--- src/rtl/srt_pkg.sv ---
// shared types, codes and key helpers for the sorted record table
// no dependencies; imported by every module of the block
package srt_pkg;

  localparam int unsigned DEPTH_DEF = 32;
  localparam int unsigned KEY_CHARS = 8;

  localparam logic [63:0] KEY_MASK = ~((64'd1 << (64 - 8 * KEY_CHARS)) - 64'd1);

  typedef enum logic [1:0] {
    CMD_INSERT = 2'd0,
    CMD_DELETE = 2'd1,
    CMD_LOOKUP = 2'd2,
    CMD_FILTER = 2'd3
  } cmd_e;

  typedef enum logic [2:0] {
    ST_OK      = 3'd0,
    ST_DUP     = 3'd1,
    ST_MISSING = 3'd2,
    ST_FULL    = 3'd3,
    ST_NOMATCH = 3'd4
  } status_e;

  typedef enum logic [2:0] {
    S_IDLE,
    S_SCAN_RD,
    S_SCAN_CHK,
    S_SH_RD,
    S_SH_WR,
    S_DEL_RD,
    S_DEL_WR
  } state_e;

  typedef struct packed {
    logic [63:0] key;
    logic [30:0] shares;
    logic [23:0] price;
    logic [2:0]  rating;
  } record_t;

  function automatic logic [63:0] upper_key(input logic [63:0] k);
    logic [63:0] r;
    logic [7:0]  b;
    r = k;
    for (int i = 0; i < 8; i++) begin
      b = k[8*i +: 8];
      if (b >= 8'h61 && b <= 8'h7a) begin
        r[8*i +: 8] = b - 8'h20;
      end
    end
    return r;
  endfunction

endpackage

--- src/rtl/srt_mem.sv ---
// record memory: one write port, one read port, registered read data
// depends on srt_pkg for the record type
module srt_mem #(
  parameter int unsigned DEPTH = srt_pkg::DEPTH_DEF,
  parameter int unsigned AW    = $clog2(DEPTH)
) (
  input  logic             clk_i,
  input  logic             we_i,
  input  logic [AW-1:0]    waddr_i,
  input  srt_pkg::record_t wdata_i,
  input  logic             re_i,
  input  logic [AW-1:0]    raddr_i,
  output srt_pkg::record_t rdata_o
);
  import srt_pkg::*;

  record_t mem [DEPTH];
  record_t rdata_q;

  always_ff @(posedge clk_i) begin
    if (we_i) begin
      mem[waddr_i] <= wdata_i;
    end
  end

  // read data holds while no read is issued
  always_ff @(posedge clk_i) begin
    if (re_i) begin
      rdata_q <= mem[raddr_i];
    end
  end

  assign rdata_o = rdata_q;

endmodule

--- config.mk ---
export PLATFORM = sky130hd
export DESIGN_NAME = srt_mem
export DESIGN_NICKNAME = d
export VERILOG_FILES = /design/src/rtl/srt_pkg.sv /design/src/rtl/srt_mem.sv
export SDC_FILE = /design/constraint.sdc
export NUM_CORES = 2
export LEC_CHECK = 0
export BUFFER_PORTS_ARGS = -buffer_cell sky130_fd_sc_hd__buf_4
export CAP_MARGIN = 20
export CORE_ASPECT_RATIO = 0.9
export CORE_UTILIZATION = 60
export DETAILED_ROUTE_END_ITERATION = 10
export PLACE_DENSITY = 0.74
export SYNTH_ARGS = -nofsm -noshare
export SYNTH_HDL_FRONTEND = slang
export SYNTH_SLANG_ARGS = --single-unit
--- constraint.sdc ---
create_clock -name clk_i -period 9.7 [get_ports clk_i]
set_clock_uncertainty 0.2 [all_clocks]
set_input_delay 1.455 -clock clk_i [delete_from_list [all_inputs] [get_ports clk_i]]
set_output_delay 1.455 -clock clk_i [all_outputs]
set_load 0.005 [all_outputs]
== Word-level counts from Yosys, hierarchy flattened ==
Memory sizes are Yosys's and may differ from the RTL's. A register that Yosys moved wholly into a read port is not among the register bits.
Index checks and enable logic that the tools add are counted.

* Muxes and demuxes: 2

{| class="wikitable"
|+ Operator list
! cell !! count
|-
| $mux W1 || 2
|}

* Register bits: 0
* Memory bits (writable): 3,904
* Input port bits: 135
* Output and inout port bits: 122
* Memories: 1

{| class="wikitable"
|+ Memories
! memory !! depth !! bits a word !! read ports !! clocked after memory_dff !! wr ports !! line !! source
|-
| mem || 32 || 122 || 1 || 1 || 1 || srt_mem.sv:17 || <nowiki>record_t mem [DEPTH];</nowiki>
|}

== Longest topological paths before layout ==
* Depth in word-level cells: 2
* Gate-level depth with buffers: 9
* Gate-level depth less buffers: 4

== Worst setup path before layout ==
No wires, ideal clock.

* Path type: input port to flip-flop
* From: in waddr_i[1]
* To: mem mem[12][0] (netlist name), enable pin
* Library setup time: 0.605 ns
* Arrival time: 7.188 ns
* Path slack: 1.707 ns
* Stages: 3
* Path through: or3b_2 -> clkbuf_1 -> nor2_1

{| class="wikitable"
|+ RTL lines
! element !! line !! source
|-
| from (decl) || srt_mem.sv:9 || <nowiki>input logic [AW-1:0] waddr_i,</nowiki>
|-
| to (decl) || srt_mem.sv:17 ||
|}

No word-level cell before the write port.

==> summary.txt <==
Clock network
  • Clock Sinks: 4,026
  • Clock Tree Buf Depth: 4
  • Post-CTS Hold Buffers: 0
  • Clock Pin Slew Worst Setup and Hold Paths: 0.06 ns
  • Post-CTS sizing: 0
  • Setup repair bufs after CTS: 0
  • Clk_lat worst skew: 0.96 ns
  • CTS Root Buffer Type: clkbuf_16
  • CTS tree: yes
  • CTS Buf Count: 390
  • H-Tree Depth: 5

Yosys
  • Sequential area share after synthesis: 79.7%
  • Most used DFF post-synth: edfxtp_1
  • Synth Net Count: 7,234
  • Synth area leaders: edfxtp_1 80%, mux4_2 7.2%, mux2i_1 6.4%
  • Post-synth ARST share: 0%
  • Gate Count Post-Synth: 7,099
  • Synth Warn #: 0
  • Yosys top cell area share: 79.7%
  • Synth area leader: edfxtp_1
  • Avg Inst Size Synth: 21.4 µm²
  • Netlist cell types: 32
  • EDFF count, synth: 4,026
  • Syn Std Cell Area: 0.152 mm²
  • Post-synthesis register bit count: 4,026

Routing
  • Vias after detailed routing: 76,962
  • Avg Vias per Cell: 6.90
  • Residual DRC count: 36
  • Drt total wl: 392,000 µm
  • DR iter-0 viols: 11,106
  • WL/cell: 35.1 µm
  • DRT antenna net count: 0
  • DRT Pass-1 Iters: 11

Global route
  • Tot GR Track Use: 30.8%
  • Met1 Track Usage GR: 42.0%
  • Met2 Track Usage GR: 48.5%
  • Largest net degree at the start of global routing: 144
  • GRT Residual Overflow: 0
  • Vias in the first global route: 76,327
  • Initial antenna violation count: 43
  • Grt peak-use layer: met2
  • First-pass GRT wire length: 550,000 µm
  • M3 GR Usage: 8.13%

Status
  • Failing checks: design-rule violations
  • Status: finished, violations left

Timing
  • Fmax: 238 MHz
  • Final Cycle Share: 43.3%
  • Slew Viols, Final: 0
  • Min Hold Slack: 0.490 ns
  • Slew HR: 17.1%
  • Actual slew at the worst max-slew pin: 1.24 ns
  • Count of final setup violators: 0
  • Final hold viol count: 0
  • Clock period minus worst slack: 4.20 ns
  • Final setup TNS: 0 ns
  • RSZ-0062 raised after global routing: no
  • Fin worst setup slack: 5.50 ns

Worst hold path
  • Worst Hold End: rdata_o[14]$_DFFE_PP_
  • Worst Hold Class: reg -> reg
  • Hold_sp: mem[20][14]$_DFFE_PP_
  • Hold Path Depth: 4

Place
  • GPL Wtd Cong: 0.770
  • Placed Cells: 10,449
  • Input/output buffers: 256
  • Pre-CTS WS: 4.49 ns
  • DP Area: 0.158 mm²
  • Dpl hpwl: 182,000 µm

Floorplan
  • Initial Utilization: 60.6%
  • Core area: 0.251 mm²
  • Die width: 532 µm
  • IO Pins: 257
  • # rows: 174
  • Die height: 479 µm
  • Die ar.: 0.255 mm²

Cells and area
  • Layout cell share with drive strength beyond 1: 18.9%
  • Synth-to-Final Area Change: 12.1%
  • Nets: 7,633
  • Post-route cell area: 0.170 mm²
  • Layout Cells excl Fill: 11,153

Job
  • Max_cap viols: 0

Worst setup path
  • Worst setup EP type: flop
  • CP max-delay cell: buf_4
  • Worst reg2reg endpoint: rdata_o[93]$_DFFE_PP_
  • Reg2Reg Launch Point: mem[11][93]$_DFFE_PP_
  • CP Data Required Time: 10.19 ns
  • Worst EP arrival: 4.69 ns
  • Slowest stage delay, CP: 0.87 ns
  • Worst-path fanout max: 121
  • Crit path cell chain: buf_12, buf_4, buf_12, mux4_2, a22oi_1, nand4_1
  • Reg2Reg Depth: 3
  • Most used cell, CP: buf_12
  • Crit path launch type: primary input
  • R2r setup slk: 7.65 ns
  • Setup Crit Path Kind: in -> reg

Power and ir drop
  • Lkg Pwr: 55.6 nW
  • Peak supply drop: 147 µV
  • Pwr/cell area: 210 mW/mm²
## synthesized netlist by cell type, types with 15 or more instances
library cell,count
buf_4,39
mux2i_1,976
a22o_1,67
nand2_1,16
clkbuf_1,181
edfxtp_1,4026
buf_1,15
a31oi_1,67
nand3_1,246
nor2_1,44
a22oi_1,646
buf_2,142
nand4_1,55
mux4_2,488
buf_6,27
## routing by layer
layer	up-vias	part of all wire, %
met5	-	0.094
met4	56	3.8
met3	922	13
met2	5253	47
met1	40036	36
li1	30695	-
## stage by stage
stage / total power [mW] / utilization [%]
2_1_floorplan: 20.8 / -
3_3_place_gp: 21.5 / 63.0
3_5_place_dp: 21.5 / 63.0
4_1_cts: 35.9 / 67.9
5_1_grt: 36.6 / 67.9
6_report: 35.8 / 67.9
## registers in the layout (all words and copies together), names as in the netlist
| signal | flops |
|---|---|
| mem | 3904 |
| rdata_o | 122 |
## critical path, delay by kind of cell
kind                   cells  cell delay [ns]
AOI/OAI and AO/OA          1             0.24
buffers and inverters      3             1.95
muxes                      1             0.60
and+or+nand+nor            1             0.13
## power by group
group	internal (mW)	switching [mW]	leakage, nW	total [mW]
Combinational	0.593	1.05	13.3	1.64
Clock	8.42	6.20	5.93	14.6
Sequential	19.4	0.112	36.4	19.5
## cell families after synthesis
group / share of synthesized area [%]
multiplexers: 13.7
AO/OA/AOI/OAI: 3.94
buffers and inverters: 1.35
AND/OR/NAND/NOR: 1.38
flip-flops: 79.7
## cell type report
| cell class | instances | area, µm² |
|---|---|---|
| Sequential cell | 4026 | 121000 |
| Fill cell | 15117 | 80500 |
| Multi-Input combinational cell | 2667 | 29200 |
| Clock buffer | 477 | 10200 |
| Tap cell | 3344 | 4180 |
| Timing Repair Buffer | 412 | 3610 |
| Clock inverter | 212 | 1970 |
| Antenna cell | 14 | 35.0 |
| Inverter | 1 | 3.75 |
## worst max-delay path by stage
stage / slack (ns) / cells after the start / endpoint / start
2_1_floorplan: 1.71 / 3 / mem[12][0]$_DFFE_PP_ / waddr_i[1]
3_3_place_gp: 4.58 / 7 / rdata_o[77]$_DFFE_PP_ / raddr_i[0]
3_5_place_dp: 4.49 / 7 / rdata_o[98]$_DFFE_PP_ / raddr_i[0]
4_1_cts: 5.45 / 7 / rdata_o[98]$_DFFE_PP_ / raddr_i[0]
5_1_grt: 5.28 / 7 / rdata_o[98]$_DFFE_PP_ / raddr_i[0]
6_report: 5.50 / 6 / rdata_o[21]$_DFFE_PP_ / raddr_i[0]
## placed cells by master (no fill, tap or decap), drive strengths merged, types with 16 or more instances in the layout
master,netlist,final
edfxtp,4026,4026
mux2i,976,976
a22oi,646,646
mux4,488,488
clkbuf,182,478
buf,223,411
nand3,246,246
clkinv,0,158
a22o,67,67
a31oi,67,67
nand4,55,55
nor2,46,46
bufinv,0,38
nand2,16,16
(Power assumes the default switching activity.)
