==> config.mk <==
export PLATFORM = sky130hd
export DESIGN_NAME = srt_ctrl
export DESIGN_NICKNAME = d
export VERILOG_FILES = /design/src/rtl/srt_pkg.sv /design/src/rtl/srt_ctrl.sv
export SDC_FILE = /design/constraint.sdc
export NUM_CORES = 1
export LEC_CHECK = 0
export ABC_AREA = 1
export BUFFER_PORTS_ARGS = -buffer_cell sky130_fd_sc_hd__buf_2
export CORE_MARGIN = 8
export CORE_UTILIZATION = 39
export CTS_BUF_LIST = sky130_fd_sc_hd__clkbuf_8
export CTS_CLUSTER_SIZE = 8
export DETAILED_ROUTE_END_ITERATION = 6
export GPL_TIMING_DRIVEN = 0
export SLEW_MARGIN = 5
export SYNTH_ARGS = -nofsm -noshare
export SYNTH_HDL_FRONTEND = slang
export SYNTH_SLANG_ARGS = --single-unit
==> constraint.sdc <==
create_clock -name clk_i -period 8.4 [get_ports clk_i]
set_input_delay 0 -clock clk_i [delete_from_list [all_inputs] [get_ports clk_i]]
set_output_delay 0 -clock clk_i [all_outputs]
set_load 0.01 [all_outputs]
==> src/rtl/srt_pkg.sv <==
// shared types, codes and key helpers for the sorted record table
// no dependencies; imported by every module of the block
package srt_pkg;

  localparam int unsigned DEPTH_DEF = 32;
  localparam int unsigned KEY_CHARS = 8;

  localparam logic [63:0] KEY_MASK = ~((64'd1 << (64 - 8 * KEY_CHARS)) - 64'd1);

  typedef enum logic [1:0] {
    CMD_INSERT = 2'd0,
    CMD_DELETE = 2'd1,
    CMD_LOOKUP = 2'd2,
    CMD_FILTER = 2'd3
  } cmd_e;

  typedef enum logic [2:0] {
    ST_OK      = 3'd0,
    ST_DUP     = 3'd1,
    ST_MISSING = 3'd2,
    ST_FULL    = 3'd3,
    ST_NOMATCH = 3'd4
  } status_e;

  typedef enum logic [2:0] {
    S_IDLE,
    S_SCAN_RD,
    S_SCAN_CHK,
    S_SH_RD,
    S_SH_WR,
    S_DEL_RD,
    S_DEL_WR
  } state_e;

  typedef struct packed {
    logic [63:0] key;
    logic [30:0] shares;
    logic [23:0] price;
    logic [2:0]  rating;
  } record_t;

  function automatic logic [63:0] upper_key(input logic [63:0] k);
    logic [63:0] r;
    logic [7:0]  b;
    r = k;
    for (int i = 0; i < 8; i++) begin
      b = k[8*i +: 8];
      if (b >= 8'h61 && b <= 8'h7a) begin
        r[8*i +: 8] = b - 8'h20;
      end
    end
    return r;
  endfunction

endpackage

==> src/rtl/srt_ctrl.sv <==
// command sequencer: scan, shift up/down, filter hold and output register
// depends on srt_pkg; drives the read and write ports of srt_mem
module srt_ctrl #(
  parameter int unsigned DEPTH = srt_pkg::DEPTH_DEF,
  parameter int unsigned AW    = $clog2(DEPTH),
  parameter int unsigned CW    = $clog2(DEPTH + 1)
) (
  input  logic             clk_i,
  input  logic             rst_ni,
  input  logic             in_valid_i,
  output logic             in_stall_o,
  input  logic [1:0]       command_i,
  input  logic [63:0]      key_in_i,
  input  logic [30:0]      shares_in_i,
  input  logic [23:0]      price_in_i,
  input  logic [23:0]      price_top_i,
  input  logic [2:0]       rating_in_i,
  output logic             out_valid_o,
  input  logic             out_stall_i,
  output logic [2:0]       status_o,
  output logic [4:0]       position_o,
  output srt_pkg::record_t out_rec_o,
  output logic             last_o,
  output logic             we_o,
  output logic [AW-1:0]    waddr_o,
  output srt_pkg::record_t wdata_o,
  output logic             re_o,
  output logic [AW-1:0]    raddr_o,
  input  srt_pkg::record_t rdata_i
);
  import srt_pkg::*;

  state_e        state_q, state_d;
  logic [CW-1:0] count_q, count_d;
  logic [CW-1:0] idx_q, idx_d;
  logic [CW-1:0] i_q, i_d;
  logic [AW-1:0] pos_q, pos_d;
  cmd_e          cmd_q, cmd_d;
  logic [63:0]   key_q, key_d;
  logic [30:0]   shares_q, shares_d;
  logic [23:0]   plo_q, plo_d;
  logic [23:0]   phi_q, phi_d;
  logic [2:0]    rat_q, rat_d;
  logic          pend_v_q, pend_v_d;
  record_t       pend_rec_q, pend_rec_d;
  logic [AW-1:0] pend_pos_q, pend_pos_d;

  logic          out_valid_q;
  status_e       out_status_q;
  logic [AW-1:0] out_pos_q;
  record_t       out_rec_q;
  logic          out_last_q;

  logic          push;
  status_e       push_status;
  logic [AW-1:0] push_pos;
  record_t       push_rec;
  logic          push_last;
  logic          can_push;

  logic [63:0]   key_trim;
  logic [CW-1:0] im1, ip1;
  logic          eq, gt, fmatch, full;
  record_t       new_rec;
  logic [AW+4:0] pos_ext;

  assign can_push = !out_valid_q || !out_stall_i;
  assign key_trim = key_in_i & KEY_MASK;
  assign im1      = i_q - 1'b1;
  assign ip1      = i_q + 1'b1;
  assign eq       = rdata_i.key == key_q;
  assign gt       = rdata_i.key > key_q;
  assign fmatch   = rdata_i.rating == rat_q && rdata_i.price >= plo_q &&
                    rdata_i.price <= phi_q;
  assign full     = count_q == CW'(DEPTH);
  assign new_rec  = '{key: key_q, shares: shares_q, price: plo_q, rating: rat_q};

  always_comb begin
    state_d     = state_q;
    count_d     = count_q;
    idx_d       = idx_q;
    i_d         = i_q;
    pos_d       = pos_q;
    cmd_d       = cmd_q;
    key_d       = key_q;
    shares_d    = shares_q;
    plo_d       = plo_q;
    phi_d       = phi_q;
    rat_d       = rat_q;
    pend_v_d    = pend_v_q;
    pend_rec_d  = pend_rec_q;
    pend_pos_d  = pend_pos_q;
    push        = 1'b0;
    push_status = ST_OK;
    push_pos    = '0;
    push_rec    = '0;
    push_last   = 1'b1;
    we_o        = 1'b0;
    waddr_o     = i_q[AW-1:0];
    wdata_o     = rdata_i;
    re_o        = 1'b0;
    raddr_o     = idx_q[AW-1:0];
    in_stall_o  = 1'b1;
    unique case (state_q)
      S_IDLE: begin
        in_stall_o = 1'b0;
        if (in_valid_i) begin
          cmd_d    = cmd_e'(command_i);
          key_d    = (cmd_e'(command_i) == CMD_INSERT || cmd_e'(command_i) == CMD_DELETE)
                     ? upper_key(key_trim) : key_trim;
          shares_d = shares_in_i;
          plo_d    = price_in_i;
          phi_d    = price_top_i;
          rat_d    = rating_in_i;
          idx_d    = '0;
          pend_v_d = 1'b0;
          state_d  = S_SCAN_RD;
        end
      end
      S_SCAN_RD: begin
        if (idx_q == count_q) begin
          // end of scan
          if (can_push) begin
            case (cmd_q)
              CMD_INSERT: begin
                if (full) begin
                  push        = 1'b1;
                  push_status = ST_FULL;
                  state_d     = S_IDLE;
                end else begin
                  pos_d   = idx_q[AW-1:0];
                  i_d     = count_q;
                  state_d = S_SH_RD;
                end
              end
              CMD_FILTER: begin
                push    = 1'b1;
                state_d = S_IDLE;
                if (pend_v_q) begin
                  push_pos = pend_pos_q;
                  push_rec = pend_rec_q;
                end else begin
                  push_status = ST_NOMATCH;
                end
              end
              default: begin
                push        = 1'b1;
                push_status = ST_MISSING;
                state_d     = S_IDLE;
              end
            endcase
          end
        end else begin
          re_o    = 1'b1;
          state_d = S_SCAN_CHK;
        end
      end
      S_SCAN_CHK: begin
        case (cmd_q)
          CMD_INSERT: begin
            if (eq) begin
              if (can_push) begin
                push        = 1'b1;
                push_status = ST_DUP;
                push_pos    = idx_q[AW-1:0];
                push_rec    = rdata_i;
                state_d     = S_IDLE;
              end
            end else if (gt) begin
              if (full) begin
                if (can_push) begin
                  push        = 1'b1;
                  push_status = ST_FULL;
                  state_d     = S_IDLE;
                end
              end else begin
                pos_d   = idx_q[AW-1:0];
                i_d     = count_q;
                state_d = S_SH_RD;
              end
            end else begin
              idx_d   = idx_q + 1'b1;
              state_d = S_SCAN_RD;
            end
          end
          CMD_FILTER: begin
            if (fmatch) begin
              // hold the newest match so the final one can carry last
              if (!pend_v_q || can_push) begin
                push       = pend_v_q;
                push_pos   = pend_pos_q;
                push_rec   = pend_rec_q;
                push_last  = 1'b0;
                pend_v_d   = 1'b1;
                pend_rec_d = rdata_i;
                pend_pos_d = idx_q[AW-1:0];
                idx_d      = idx_q + 1'b1;
                state_d    = S_SCAN_RD;
              end
            end else begin
              idx_d   = idx_q + 1'b1;
              state_d = S_SCAN_RD;
            end
          end
          default: begin
            if (eq) begin
              if (can_push) begin
                push     = 1'b1;
                push_pos = idx_q[AW-1:0];
                push_rec = rdata_i;
                i_d      = idx_q;
                state_d  = (cmd_q == CMD_DELETE) ? S_DEL_RD : S_IDLE;
              end
            end else begin
              idx_d   = idx_q + 1'b1;
              state_d = S_SCAN_RD;
            end
          end
        endcase
      end
      S_SH_RD: begin
        if (i_q == CW'(pos_q)) begin
          if (can_push) begin
            we_o     = 1'b1;
            waddr_o  = pos_q;
            wdata_o  = new_rec;
            push     = 1'b1;
            push_pos = pos_q;
            push_rec = new_rec;
            count_d  = count_q + 1'b1;
            state_d  = S_IDLE;
          end
        end else begin
          re_o    = 1'b1;
          raddr_o = im1[AW-1:0];
          state_d = S_SH_WR;
        end
      end
      S_SH_WR: begin
        we_o    = 1'b1;
        i_d     = im1;
        state_d = S_SH_RD;
      end
      S_DEL_RD: begin
        if (ip1 >= count_q) begin
          count_d = count_q - 1'b1;
          state_d = S_IDLE;
        end else begin
          re_o    = 1'b1;
          raddr_o = ip1[AW-1:0];
          state_d = S_DEL_WR;
        end
      end
      S_DEL_WR: begin
        we_o    = 1'b1;
        i_d     = ip1;
        state_d = S_DEL_RD;
      end
      default: state_d = S_IDLE;
    endcase
  end

  always_ff @(posedge clk_i or negedge rst_ni) begin
    if (!rst_ni) begin
      state_q     <= S_IDLE;
      count_q     <= '0;
      pend_v_q    <= 1'b0;
      out_valid_q <= 1'b0;
    end else begin
      state_q  <= state_d;
      count_q  <= count_d;
      pend_v_q <= pend_v_d;
      if (push) begin
        out_valid_q <= 1'b1;
      end else if (!out_stall_i) begin
        out_valid_q <= 1'b0;
      end
    end
  end

  always_ff @(posedge clk_i) begin
    idx_q      <= idx_d;
    i_q        <= i_d;
    pos_q      <= pos_d;
    cmd_q      <= cmd_d;
    key_q      <= key_d;
    shares_q   <= shares_d;
    plo_q      <= plo_d;
    phi_q      <= phi_d;
    rat_q      <= rat_d;
    pend_rec_q <= pend_rec_d;
    pend_pos_q <= pend_pos_d;
    if (push) begin
      out_status_q <= push_status;
      out_pos_q    <= push_pos;
      out_rec_q    <= push_rec;
      out_last_q   <= push_last;
    end
  end

  assign pos_ext     = {5'd0, out_pos_q};
  assign out_valid_o = out_valid_q;
  assign status_o    = out_status_q;
  assign position_o  = pos_ext[4:0];
  assign out_rec_o   = out_rec_q;
  assign last_o      = out_last_q;

endmodule

## Yosys cells after proc, flatten, opt, wreduce, memory -nomap -nowiden

Cells that the tools add are included.

| word-level totals | value |
|---|---|
| output and inout bits | 267 |
| word-level logic and storage cells | 259 |
| input bits | 274 |
| register bits after elaboration | 434 |

| operators by class | value |
|---|---|
| equal/unequal tests | 38 |
| add/sub/neg operators | 13 |
| reduce and logical (&&, ||, !) cells | 33 |
| order comparisons | 20 |
| mux-type cells | 130 |

Operator list:

| kind | count |
|---|---|
| 122-bit two-way mux | 14 |
| 122-bit one-hot mux with 3 select lines | 1 |
| 5-bit two-way mux | 23 |
| 6-bit two-way mux | 17 |
| 64-bit == test | 1 |
| 8-bit by 7-bit >= comparator with 1-bit output (second input constant) | 8 |
| 64-bit greater-than comparator | 1 |
| 8-bit by 7-bit <= comparator with 1-bit output (second input constant) | 8 |
| 64-bit two-way mux | 1 |
| 8-bit two-way mux | 8 |
| 8-bit by 6-bit subtractor with 8-bit output (second input constant) | 8 |
| 3-bit two-way mux | 20 |
| 6-bit one-hot mux with 2 select lines | 4 |
| 2-bit != test (second input constant) | 14 |
| 24-bit >= comparator | 1 |
| 24-bit <= comparator | 1 |
| 1-bit two-way mux | 24 |
| 6-bit one-hot mux with 4 select lines | 1 |
| 3-bit != test (second input constant) | 7 |
| 3-bit one-hot mux with 7 select lines | 1 |
| 5-bit one-hot mux with 2 select lines | 2 |
| 6-bit by 1-bit adder with 6-bit output (second input constant) | 3 |
| 3-bit one-hot mux with 2 select lines | 3 |
| 5-bit one-hot mux with 3 select lines | 1 |
| 32 further kinds | 62 |

## Longest topological paths before layout

| depth | value |
|---|---|
| word-level depth | 9 |
| gate-level depth with buffers | 22 |
| depth with buffers taken out | 22 |

## Worst setup path before layout

No wires, ideal clock.

| timing | value |
|---|---|
| path type | register -> register |
| start | register state_q[2] |
| end | register pend_v_q |
| data required time | 7.971 ns |
| arrival | 7.177 ns |
| stages on the path, launching flop included | 6 |
| clock period less this slack | 7.605 ns |
| path buffers | 1 |
| slack | 0.795 ns |
| library setup time | 0.429 ns |
| cell sequence | dfrtp_1 -> buf_2 -> nor2_1 -> nand2_1 -> nor2_1 -> o21ai_0 |

| between the ends | value |
|---|---|
| longest elaborated chain between the ends | 3 |
| elaborated cells between the ends (all ways) | 9 |
| those cells by class | eq/ne (5); mux (1); reduce/logical (3) |

Ends and longest elaborated chain:

| item | RTL line | source |
|---|---|---|
| from (decl) | srt_ctrl.sv:33 | `state_e state_q, state_d;` |
| from (signal assigned) | srt_ctrl.sv:270 | `state_q <= state_d;` |
| 3-bit by 2-bit == test with 1-bit output / 3-bit logical NOT (equally long branches) | srt_ctrl.sv:104 | `unique case (state_q)` |
| 2-bit != test (no line) / 2-bit nonzero test (equally long branches) | n/a |  |
| 5-bit AND reduction (no line) | n/a |  |
| to (signal assigned) | srt_ctrl.sv:272 | `pend_v_q <= pend_v_d;` |
| to (decl) | srt_ctrl.sv:44 | `logic pend_v_q, pend_v_d;` |

Parallel ways exist; a longest one is shown, timed or not.
A chain may end at the register's enable or synchronous reset.

==> impl_metrics.json <==
{
  "start_kind": "register",
  "timing.rr.start": "key_q[38]",
  "p_int_mw": 4.39,
  "grt_usage_pct": 28.6,
  "insertion_delay_ps": 660,
  "min_from": "price_in_i[14]",
  "drive_gt1_share_pct": 22.4,
  "core_area_um2": 55200,
  "holdPathEnd": "plo_q[14]",
  "die_y_um": 253,
  "antenna_found_initial": 7,
  "critPathSlowestCell": "edfxtp_1",
  "vias": 20400,
  "synth_edf_count": 423,
  "syn_inst": 2189,
  "row_count": 86,
  "final_common_cell": "nand2_1",
  "cts_buffer_depth": 3,
  "syn_nets": 2600,
  "worstReg2RegEnd": "out_rec_o[14]",
  "worstPathMaxFanout": 10,
  "report.final.slew_viol_count": 0,
  "dr.pass1.iters": 5,
  "slowest_delay_ps": 580,
  "rsz0062_at_grt": "false",
  "r2r_cells": 13,
  "tightest_slew_ps": 1420,
  "vias_per_cell": 5.19,
  "clockPowerShare_pct": 27.2,
  "ctsHoldBuffers": 301,
  "endpoint_kind": "output pin",
  "power_frac_comb_pct": 28.8,
  "grt_pass1_vias": 21100,
  "async_flop_share_pct": 2.53,
  "root_buffer": "clkbuf_8",
  "worst-path-buf-inv": 3,
  "area_growth_pct": 38.1,
  "synthFlopType": "edfxtp_1",
  "die_w_um": 253,
  "drc_errors": 0,
  "port_buffers": 540,
  "dpl.hpwl_um": 67700,
  "maxCapViolCount": 0,
  "cp_cell_sequence": "xor2_1 > nor4_1 > nand2_1 > nor3_4 > buf_2 > buf_4 > nand2_1 > nand2_1 > buf_2",
  "seq_power_share_pct": 43.9,
  "p_sw_share_pct": 35.7,
  "fin_ws_ps": 4250,
  "setup_viol": 0,
  "cts_made_buffers": 80,
  "grt-ovfl-total": 0,
  "crit_required_ps": 8400,
  "post-place-ws_ps": 4460,
  "yosys_warnings": 0,
  "ys_seq_elements": 434,
  "worstPathArrival_ps": 4150,
  "fin_crit_ps": 4150,
  "ir_worst_vdd_mv": 0.121,
  "wl_per_cell_um": 23.9,
  "final.setup.tns_ps": 0,
  "h-tree-depth": 3,
  "syn_avg_cell_area_um2": 9.97,
  "grt_pass1_wl_um": 135000,
  "p_leak_nw": 13.8,
  "gp_congestion": 0.954,
  "min_path_cells": 2,
  "final.setup_skew_ps": 45.9,
  "ys_seq_area_share_pct": 59.5,
  "drt_iter0_markers": 1726,
  "post_cts_buffers": 0,
  "powerDensity_nw_per_um2": 226,
  "worst-setup-path-type": "reg2out",
  "clock_sinks": 434,
  "hold_class": "in2reg",
  "holdWs_ps": 45.6,
  "max_freq_mhz": 241,
  "io_pins": 541,
  "p_switching_mw": 2.44,
  "nNetsFinal": 3532,
  "period_share_pct": 49.4,
  "tritoncts": "built",
  "dieArea_um2": 63800,
  "ys_types": 42,
  "path_clk_slew_ps": 70,
  "hold_viol_final": 0,
  "grt_max_degree": 70,
  "ant_nets": 0,
  "cp_common_cell": "nand2_1",
  "status": "finished clean",
  "drt-total-wl_um": 94100,
  "slew_headroom_pct": 5.52,
  "rrSetupSlack_ps": 4440,
  "cpLargestDelayFamily": "simple AND/OR/NAND/NOR gates",
  "layout_common_cells": "nand2_1, buf_2, edfxtp_1",
  "initial_core_util_pct": 39.5,
  "cts-resized-gates": 0,
  "syn_area_um2": 21800
}
[Yosys cell counts (2+ instances only)]
master | n | area [um^2]
or3_1 | 2 | 12.5
o2111ai_1 | 8 | 70.1
o21a_1 | 5 | 37.5
dfrtp_1 | 11 | 275
nor2_4 | 2 | 22.5
o21ai_1 | 2 | 10.0
nand3_1 | 280 | 1400
or2_2 | 5 | 31.3
buf_2 | 32 | 160
or2_1 | 2 | 12.5
nor3_1 | 25 | 125
xor2_1 | 18 | 158
o21bai_1 | 7 | 52.6
nor2_1 | 90 | 338
xnor2_1 | 2 | 17.5
inv_1 | 231 | 867
a211oi_1 | 2 | 15.0
edfxtp_1 | 423 | 12700
o221ai_1 | 11 | 96.3
a31o_2 | 3 | 26.3
nand4_1 | 19 | 119
buf_4 | 10 | 75.1
nor2_2 | 2 | 12.5
nand2_1 | 679 | 2550
o211ai_1 | 3 | 22.5
clkbuf_1 | 31 | 116
o21ai_0 | 50 | 250
inv_2 | 4 | 15.0
a21oi_1 | 76 | 380
nor4_1 | 7 | 43.8
ha_1 | 136 | 1700
[through the flow]
step	instance area (um^2)	util, %	power [mW]	instances
6_report	30100	54.6	6.82	3938
5_1_grt	30100	54.6	7.16	3934
4_1_cts	30100	54.6	6.84	3929
3_5_place_dp	25700	46.6	4.87	3486
3_3_place_gp	25500	46.1	4.88	3477
2_1_floorplan	21800	-	4.03	2189
[power by group through the flow]
stage               registers [mW]  logic, mW  clock network (mW)
floorplan                     3.06      0.968                   0
global placement              3.16       1.72                   0
detailed placement            3.03       1.84                   0
CTS                           2.99       1.96                1.89
global route                  3.02       2.15                1.98
finish                        3.00       1.97                1.86
[metal layers]
metal	routed length, um	up-vias	GRT usage [%]
li1	-	9388	-
met1	37000	9792	35.1
met2	44600	1084	47.9
met3	8990	179	7.15
met4	3550	2	11.7
met5	13	-	0
[layout make-up]
type                    count  area [um^2]
diodes                      9         22.5
plain buffers              74          363
clock buffers              82         1130
clock inverters            60          265
fillers                  4959        25100
inverters                 236          893
multi-input cells        1445         7610
flip-flops and latches    434        13000
well taps                 748          936
repair buffers            850         5940
[registers in the layout (all words and copies together) (netlist names), 3 cells and up]
signal / cells
pend_pos_q: 5
count_q: 6
shares_q: 31
status_o: 3
out_rec_o: 122
phi_q: 24
key_q: 64
idx_q: 6
state_q: 3
position_o: 5
i_q: 6
pend_rec_q: 122
plo_q: 24
rat_q: 3
pos_q: 5
[cell families (layout without fill, tap and decap cells)]
kind of cell | count (synthesis) | count (layout) | share of synthesized area [%]
buf+inv | 310 | 1302 | 5.72
simple gates | 1117 | 1117 | 21.6
flops | 434 | 434 | 59.5
xor+xnor | 20 | 20 | 0.803
compound gates | 171 | 171 | 4.54
other cells | 0 | 9 | 0
fa+ha+maj | 137 | 137 | 7.89
[worst max-delay path by stage]
| stage | from | cells after the start | endpoint |
|---|---|---|---|
| after global placement | state_q[2] | 5 | pend_v_q |
| after CTS | i_q[3] | 11 | wdata_o[71] |
| after detailed placement | i_q[0] | 10 | out_rec_o[64] |
| after floorplan | state_q[2] | 5 | pend_v_q |
| final | i_q[0] | 9 | wdata_o[71] |
| after global routing | key_q[37] | 13 | out_rec_o[14] |
Power figures use the tool's default switching activity.
